## src/rtl/core/tps_pkg.sv

```systemverilog
// ----------------------------------------------------------------------------
// Triangle plane slicer package
// Shared widths, codes and beat types of the slicer pipeline.
// ----------------------------------------------------------------------------
package tps_pkg;

  localparam int COORD_W    = 32;
  localparam int SCALE_W    = 24;
  localparam int SCALE_FRAC = 16;
  localparam int UFRAC      = 30;
  localparam int QW         = UFRAC + 1;
  localparam int NVERT      = 3;
  localparam int NSEG       = 3;
  localparam int XFORM_LAT  = 2;
  localparam int LANE_LAT   = 1 + QW + 2;
  localparam int PIPE_DEPTH = XFORM_LAT + LANE_LAT;

  typedef enum logic [1:0] {
    CFG_PLANE_Z  = 2'd0,
    CFG_OFFSET_X = 2'd1,
    CFG_OFFSET_Y = 2'd2,
    CFG_SCALE    = 2'd3
  } cfg_idx_t;

  localparam logic KIND_COPLANAR = 1'b0;
  localparam logic KIND_CROSS    = 1'b1;

  localparam logic [SCALE_W-1:0] SCALE_RESET = SCALE_W'(65536);

  typedef struct packed {
    logic signed [COORD_W-1:0] ax;
    logic signed [COORD_W-1:0] ay;
    logic signed [COORD_W-1:0] az;
    logic signed [COORD_W-1:0] bx;
    logic signed [COORD_W-1:0] by_coord;
    logic signed [COORD_W-1:0] bz;
    logic signed [COORD_W-1:0] cx;
    logic signed [COORD_W-1:0] cy;
    logic signed [COORD_W-1:0] cz;
  } in_t;

  typedef struct packed {
    logic signed [COORD_W-1:0] start_x;
    logic signed [COORD_W-1:0] start_y;
    logic signed [COORD_W-1:0] end_x;
    logic signed [COORD_W-1:0] end_y;
    logic                      seg_kind;
    logic                      last_of_run;
  } out_t;

  typedef struct packed {
    logic signed [COORD_W-1:0] x;
    logic signed [COORD_W-1:0] y;
    logic signed [COORD_W-1:0] z;
  } vert_t;

  typedef struct packed {
    logic                      cop;
    logic                      hit;
    logic signed [COORD_W-1:0] x1;
    logic signed [COORD_W-1:0] y1;
    logic signed [COORD_W-1:0] x2;
    logic signed [COORD_W-1:0] y2;
    logic signed [COORD_W:0]   dx;
    logic signed [COORD_W:0]   dy;
  } side_t;

  typedef struct packed {
    logic                      cop;
    logic                      hit;
    logic signed [COORD_W-1:0] x1;
    logic signed [COORD_W-1:0] y1;
    logic signed [COORD_W-1:0] x2;
    logic signed [COORD_W-1:0] y2;
    logic signed [COORD_W-1:0] px;
    logic signed [COORD_W-1:0] py;
  } lane_res_t;

endpackage

```

## src/rtl/core/tps_merge.sv

```systemverilog
// ----------------------------------------------------------------------------
// Segment merge and output stage
// Orders the lane findings into segments and hands them out one per beat.
// ----------------------------------------------------------------------------
module tps_merge (
  input  logic               clk,
  input  logic               rst,
  input  logic               valid_in,
  input  tps_pkg::lane_res_t lanes [tps_pkg::NVERT],
  output logic               adv,
  output logic               out_valid,
  input  logic               out_ready,
  output tps_pkg::out_t      out_data
);
  import tps_pkg::*;

  out_t       list [NSEG];
  logic [1:0] cnt;
  logic [1:0] nhit;
  out_t       cross_seg;

  out_t       segs [NSEG];
  logic [1:0] nres;
  logic [1:0] idx;
  logic       busy;
  logic       is_last;

  always_comb begin
    nhit = '0;
    for (int e = 0; e < NVERT; e++) begin
      nhit = nhit + {1'b0, lanes[e].hit};
    end
    cross_seg.seg_kind    = KIND_CROSS;
    cross_seg.last_of_run = 1'b0;
    cross_seg.start_x     = lanes[0].hit ? lanes[0].px : lanes[1].px;
    cross_seg.start_y     = lanes[0].hit ? lanes[0].py : lanes[1].py;
    cross_seg.end_x       = (lanes[0].hit && lanes[1].hit) ? lanes[1].px : lanes[2].px;
    cross_seg.end_y       = (lanes[0].hit && lanes[1].hit) ? lanes[1].py : lanes[2].py;
  end

  always_comb begin
    cnt = '0;
    for (int s = 0; s < NSEG; s++) begin
      list[s] = '0;
    end
    for (int e = 0; e < NVERT; e++) begin
      if (lanes[e].cop && cnt < 2'(NSEG)) begin
        list[cnt].start_x     = lanes[e].x1;
        list[cnt].start_y     = lanes[e].y1;
        list[cnt].end_x       = lanes[e].x2;
        list[cnt].end_y       = lanes[e].y2;
        list[cnt].seg_kind    = KIND_COPLANAR;
        list[cnt].last_of_run = 1'b0;
        cnt = cnt + 2'd1;
      end
    end
    if (nhit == 2'd2 && cnt < 2'(NSEG)) begin
      list[cnt] = cross_seg;
      cnt = cnt + 2'd1;
    end
  end

  assign is_last   = (idx == nres - 2'd1);
  assign adv       = !busy || (out_ready && is_last);
  assign out_valid = busy;

  always_ff @(posedge clk) begin
    if (rst) begin
      busy <= 1'b0;
      idx  <= '0;
      nres <= '0;
    end else if (adv) begin
      busy <= valid_in && (cnt != 2'd0);
      idx  <= '0;
      nres <= cnt;
    end else if (out_ready) begin
      idx <= idx + 2'd1;
    end
  end

  always_ff @(posedge clk) begin
    if (adv) begin
      for (int s = 0; s < NSEG; s++) begin
        segs[s] <= list[s];
      end
    end
  end

  always_comb begin
    unique case (idx)
      2'd0:    out_data = segs[0];
      2'd1:    out_data = segs[1];
      default: out_data = segs[2];
    endcase
    out_data.last_of_run = is_last;
  end

endmodule

```

## config.mk

```make
export PLATFORM = sky130hd
export DESIGN_NAME = tps_merge
export DESIGN_NICKNAME = d
export VERILOG_FILES = /design/src/rtl/core/tps_pkg.sv /design/src/rtl/core/tps_merge.sv
export SDC_FILE = /design/constraint.sdc
export NUM_CORES = 1
export LEC_CHECK = 0
export BUFFER_PORTS_ARGS = -buffer_cell sky130_fd_sc_hd__buf_2
export CORE_MARGIN = 5
export CORE_UTILIZATION = 34
export DETAILED_ROUTE_END_ITERATION = 12
export GPL_ROUTABILITY_DRIVEN = 0
export PLACE_DENSITY = 0.55
export SYNTH_ARGS = -nofsm -noshare
export SYNTH_HDL_FRONTEND = slang
export SYNTH_SLANG_ARGS = --single-unit
```

## constraint.sdc

```tcl
create_clock -name clk -period 29 [get_ports clk]
set_input_delay 5.8 -clock clk [delete_from_list [all_inputs] [get_ports clk]]
set_output_delay 5.8 -clock clk [all_outputs]
set_load 0.005 [all_outputs]
```

# Word level (Yosys, flattened, before mapping)
# Memory sizes are Yosys's and may differ from the RTL's.
# Index checks and enable logic that the tools add are counted.
totals:
  reg_bits: 5
  ramBits: 390
  inputBits: 586
  mem_count: 1
op_classes:
  n_bitwise: 3
  eq_ne: 3
  reduce_logical: 14
  add_sub_neg: 7
  n_mux: 54
  n_lt_le_gt_ge: 9
mem_list:
  columns: ["memory", "depth", "width", "read_ports", "rd_clocked_by_memory_dff", "write_ports", "line", "text"]
  rows:
  - ["segs", 3, 130, 3, 0, 3, "tps_merge.sv:22", "out_t segs [NSEG];"]
op_table:
  columns: ["operator", "n"]
  rows:
  - ["$bwmux 390", 13]
  - ["$demux 130 s2", 13]
  - ["$mux 390", 3]
  - ["$mux 130", 4]
  - ["$pmux 130 s2", 1]
  - ["$mux 98", 2]
  - ["$mux 66", 2]
  - ["$mux 32", 4]
  - ["$mux 34", 2]
  - ["$mux 2", 5]
  - ["$ge 3x3->1 const B", 3]
  - ["$logic_and 1x1->1", 9]
  - ["$lt 3x1->1 const B", 3]
  - ["$not 2->3", 3]
  - ["$add 2x1->2 const B", 4]
  - ["$lt 2x2->1 const B", 3]
  - ["$mux 1", 5]
  - ["$add 1x1->2", 1]
  - ["$add 2x1->2", 1]
  - ["$eq 2x1->1 const B", 1]
  - ["$eq 2x2->1", 1]
  - ["$eq 2x2->1 const B", 1]
  - ["$logic_not 2->1", 1]
  - ["$reduce_bool 2->1", 1]
  - ["other kinds (4)", 4]

# Longest topological paths before layout
logic_depth:
  depth_word: 22
  ltp_mapped: 13
  ltp_nobuf: 6

# Worst setup path after synthesis
# OpenSTA, ideal clock, no wires.
synth_timing:
  path_kind: "input -> output"
  from: "input out_ready"
  to: "output adv"
  cell_stages: 2
  n_path_buf: 0
  t_required_ns: 23.200
  arrival_ns: 21.846
  slack_ns: 1.354
  cell_sequence: "nand2_1 -> o311ai_2"
synth_via:
  elab_chain_len: 2
synth_lines:
  columns: ["element", "line", "text"]
  rows:
  - ["from (decl)", "tps_merge.sv:12", "input logic out_ready,"]
  - ["$logic_and 1x1->1", "tps_merge.sv:64", "assign adv = !busy || (out_ready && is_last);"]
  - ["$logic_or 1x1->1", "tps_merge.sv:64", null]
  - ["to (decl)", "tps_merge.sv:10", "output logic adv,"]
# No other way between the ends.

# Worst setup path after layout
# Ends and elaborated chain as after synthesis.

==> out/results.txt <==
# nets final: 3517
Worst min-delay path startpoint: nres[1]
Largest net degree at the start of global routing: 165
Number of core rows: 97
Number of remaining DRC errors: 0
Share of flip-flops with an asynchronous set or reset: 0%
Share of power burned in registers: 44.3%
Starting density of the core: 34.4%
Distinct cell type count after synthesis: 39
Number of search-and-repair iterations in the first detailed-routing pass: 6
Combinational share of power: 20.5%
First-iteration detailed-routing DRC count: 1824
Worst Path Arrival: 6.59 ns
Measured slew at the worst slew-check pin: 1.24 ns
Top fanout value on the critical path: 4
Worst rel slew slack: 17.1%
Clock Skew: 0.00887 ns
Worst Setup End Kind: output port
Post-synthesis instance area: 0.0242 sq mm
Final setup violation count: 0
RSZ-0062 raised after global routing: no
Buffers inserted during post-CTS setup optimization: 0
CTS tree: built
Via count of the first global-routing pass: 22300
Sequential-to-total area share from yosys stat: 48.5%
Floorplan die area: 0.0765 sq mm
Global-route total usage across every layer: 24.5%
# H-tree levels: 2
Post-Route Hold Slack: 0.562 ns
Top-count cell post-synth: sky130_fd_sc_hd__nand2_1
Layout Area Growth over Synthesis: 23.2%
Beginning of the worst register-to-register path: nres[1]
Total of buffers placed on input and output ports: 717
Via count: 21800
Total wire length after detailed routing: 100000 um
Vias/cell: 5.58
Syn_area_per_cell: 10.3 sq um
Fin Setup TNS: 0 ns
Switching Fraction: 28.2%
Start-to-end type of the worst setup path: primary input to output port
Primary flip-flop cell chosen by synthesis mapping: sky130_fd_sc_hd__edfxtp_1
Height of the die: 277 um
Cell depth of the worst hold path: 2
Top cells by area, synth: sky130_fd_sc_hd__edfxtp_1 48%, sky130_fd_sc_hd__mux2i_1 21%, sky130_fd_sc_hd__nand2_1 8.2%
Power share of the clock group: 35.2%
Number of antenna violations at the first check in global routing: 24
Endpoint, Worst Hold: nres[1]
Detail Route Antenna Nets: 0
CTS Hold Buffers Added: 0
Final hold viol count: 0
Bufs on Longest Clock Path: 3
Clock transition at the registers of the reported paths: 0.06 ns
Number of sinks handled by clock tree synthesis: 392
Final Max Slew Viols: 0
Fin crit share: 42.7%
Net switching component of the power: 0.472 mW
Clock buffer count from CTS: 47
Worst endpoint required time: 23.20 ns
Flip-flop and latch count after synthesis: 392
Most instantiated cells after synthesis: 528 x sky130_fd_sc_hd__nand2_1, 514 x sky130_fd_sc_hd__mux2i_1, 387 x sky130_fd_sc_hd__edfxtp_1
Width of the die: 277 um
Grt total ovfl: 0
Post-synth EDFFs: 387
Worst IR Drop VDD: 41.2 uV
CTS-repair resized insts: 0
Internal power component: 1.20 mW
Placed cell count: 3817
Count of yosys warnings during synthesis: 0
Global-route wire length before repair: 145000 um
Clock insertion delay at the later pin of the skew report: 0.56 ns
Detailed-route wire length per cell: 25.6 um
Hold Path Class: flip-flop to flip-flop
Top cell type's share of synthesized area: 48.1%
Time the final worst path needs with I/O delays and setup: 12.39 ns
Startpoint kind of the worst setup timing path: primary input
Peak clock frequency supported by timing: 80.7 MHz
Outcome: complete, no violations
Top-level I/O count: 718
Area inside the core boundary: 0.0703 sq mm
Leak pwr: 14.3 nW
PD cells: 56.2 mW/mm^2
HPWL after detailed placement: 66400 um
Synthesized net count: 2926
R2r endpoint: segs[0][264]
Reported max-cap violation count: 0
Count of non-filler cells in the finished layout: 3918
CTS root buffer: sky130_fd_sc_hd__clkbuf_16
Flop-to-flop setup slack: 24.93 ns
Cell count after synthesis: 2335
Number of cell instances on the worst register-to-register path: 6
Cell taking the most area after synthesis: sky130_fd_sc_hd__edfxtp_1
Fraction of layout instances using a drive strength above 1: 28.3%
## logic make-up (layout without fill, tap and decap cells)
family                   after synthesis  after routing  share of synthesized area [%]
XOR/XNOR                               2              2                         0.0725
multiplexers                         514            514                           21.3
adder cells (fa/ha/maj)                5              5                          0.290
buffers and inverters                215            841                           4.58
AND/OR/NAND/NOR                      683            683                           12.0
flip-flops                           392            392                           48.5
AO/OA/AOI/OAI                        524            524                           13.3
other                                  0             17                              0
## worst max path at each step
stage,cells past startpoint,endpoint,slack [ns],startpoint
finish,4,adv,16.61,out_ready
floorplan,2,adv,1.35,out_ready
global placement,4,adv,16.58,out_ready
global route,4,adv,16.58,out_ready
detailed placement,4,adv,16.61,out_ready
CTS,4,adv,16.60,out_ready
## stage by stage
step	setup slack [ns]	instance area (sq um)	util [%]	total power, mW
4_1_cts	16.60	29700	42.3	1.69
2_1_floorplan	1.35	24200	-	0.959
5_1_grt	16.58	29800	42.4	1.74
3_5_place_dp	16.61	28200	40.1	1.10
6_report	16.61	29800	42.4	1.67
3_3_place_gp	16.58	28200	40.1	1.09
## cell type report
type | count | area [sq um]
diodes | 17 | 42.5
clock buffers | 58 | 1260
clock inverters | 26 | 255
fillers | 6898 | 40500
inverters | 8 | 30.0
multi-input cells | 1728 | 11400
flip-flops and latches | 392 | 11700
well taps | 940 | 1180
repair buffers | 749 | 3850
## routing by layer
metal | vias up | GRT usage, % | wire length (um)
li1 | 9867 | - | -
met1 | 10800 | 30.2 | 39400
met2 | 1014 | 42.9 | 50500
met3 | 185 | 4.14 | 6760
met4 | 10 | 9.37 | 3680
met5 | - | 0 | 56
## worst max-delay path, cell delays in order
cell and delay, ns:
sky130_fd_sc_hd__buf_2 0.14, sky130_fd_sc_hd__nand2_1 0.11, sky130_fd_sc_hd__o311ai_4 0.35, sky130_fd_sc_hd__buf_2 0.19
## flip-flops by register name, indices dropped and copies added (netlist names)
register   cells
nres           2
segs         387
out_valid      1
idx            2
## layout by cell type, fill, tap and decap left out, types with 3 or more instances in the layout
cell,netlist,layout
sky130_fd_sc_hd__nand2_1,528,525
sky130_fd_sc_hd__inv_1,7,7
sky130_fd_sc_hd__o21ai_1,65,65
sky130_fd_sc_hd__nor3_2,9,9
sky130_fd_sc_hd__nand3b_1,3,3
sky130_fd_sc_hd__buf_2,83,715
sky130_fd_sc_hd__clkinv_1,1,9
sky130_fd_sc_hd__edfxtp_1,387,387
sky130_fd_sc_hd__nand2b_1,4,4
sky130_fd_sc_hd__nor2_1,7,5
sky130_fd_sc_hd__dfxtp_1,5,5
sky130_fd_sc_hd__a22o_1,60,60
sky130_fd_sc_hd__buf_4,8,32
sky130_fd_sc_hd__and3_1,61,61
sky130_fd_sc_hd__mux2i_1,514,514
sky130_fd_sc_hd__nand2_4,0,3
sky130_fd_sc_hd__clkinv_2,0,8
sky130_fd_sc_hd__diode_2,0,17
sky130_fd_sc_hd__nor3_1,61,61
sky130_fd_sc_hd__bufinv_16,0,5
sky130_fd_sc_hd__nor2_4,0,3
sky130_fd_sc_hd__clkbuf_16,0,49
sky130_fd_sc_hd__o21ai_0,134,134
sky130_fd_sc_hd__clkbuf_1,82,9
sky130_fd_sc_hd__clkinvlp_4,0,3
sky130_fd_sc_hd__a21oi_1,129,129
sky130_fd_sc_hd__a22oi_1,129,129
## power groups by stage
stage / combinational [mW] / clock (mW) / sequential [mW]
final: 0.343 / 0.589 / 0.742
after global routing: 0.369 / 0.624 / 0.748
after CTS: 0.343 / 0.601 / 0.741
after detailed placement: 0.342 / 0 / 0.753
after global placement: 0.337 / 0 / 0.748
after floorplan: 0.182 / 0 / 0.777
Note: power is estimated with default switching activity, not from simulation.
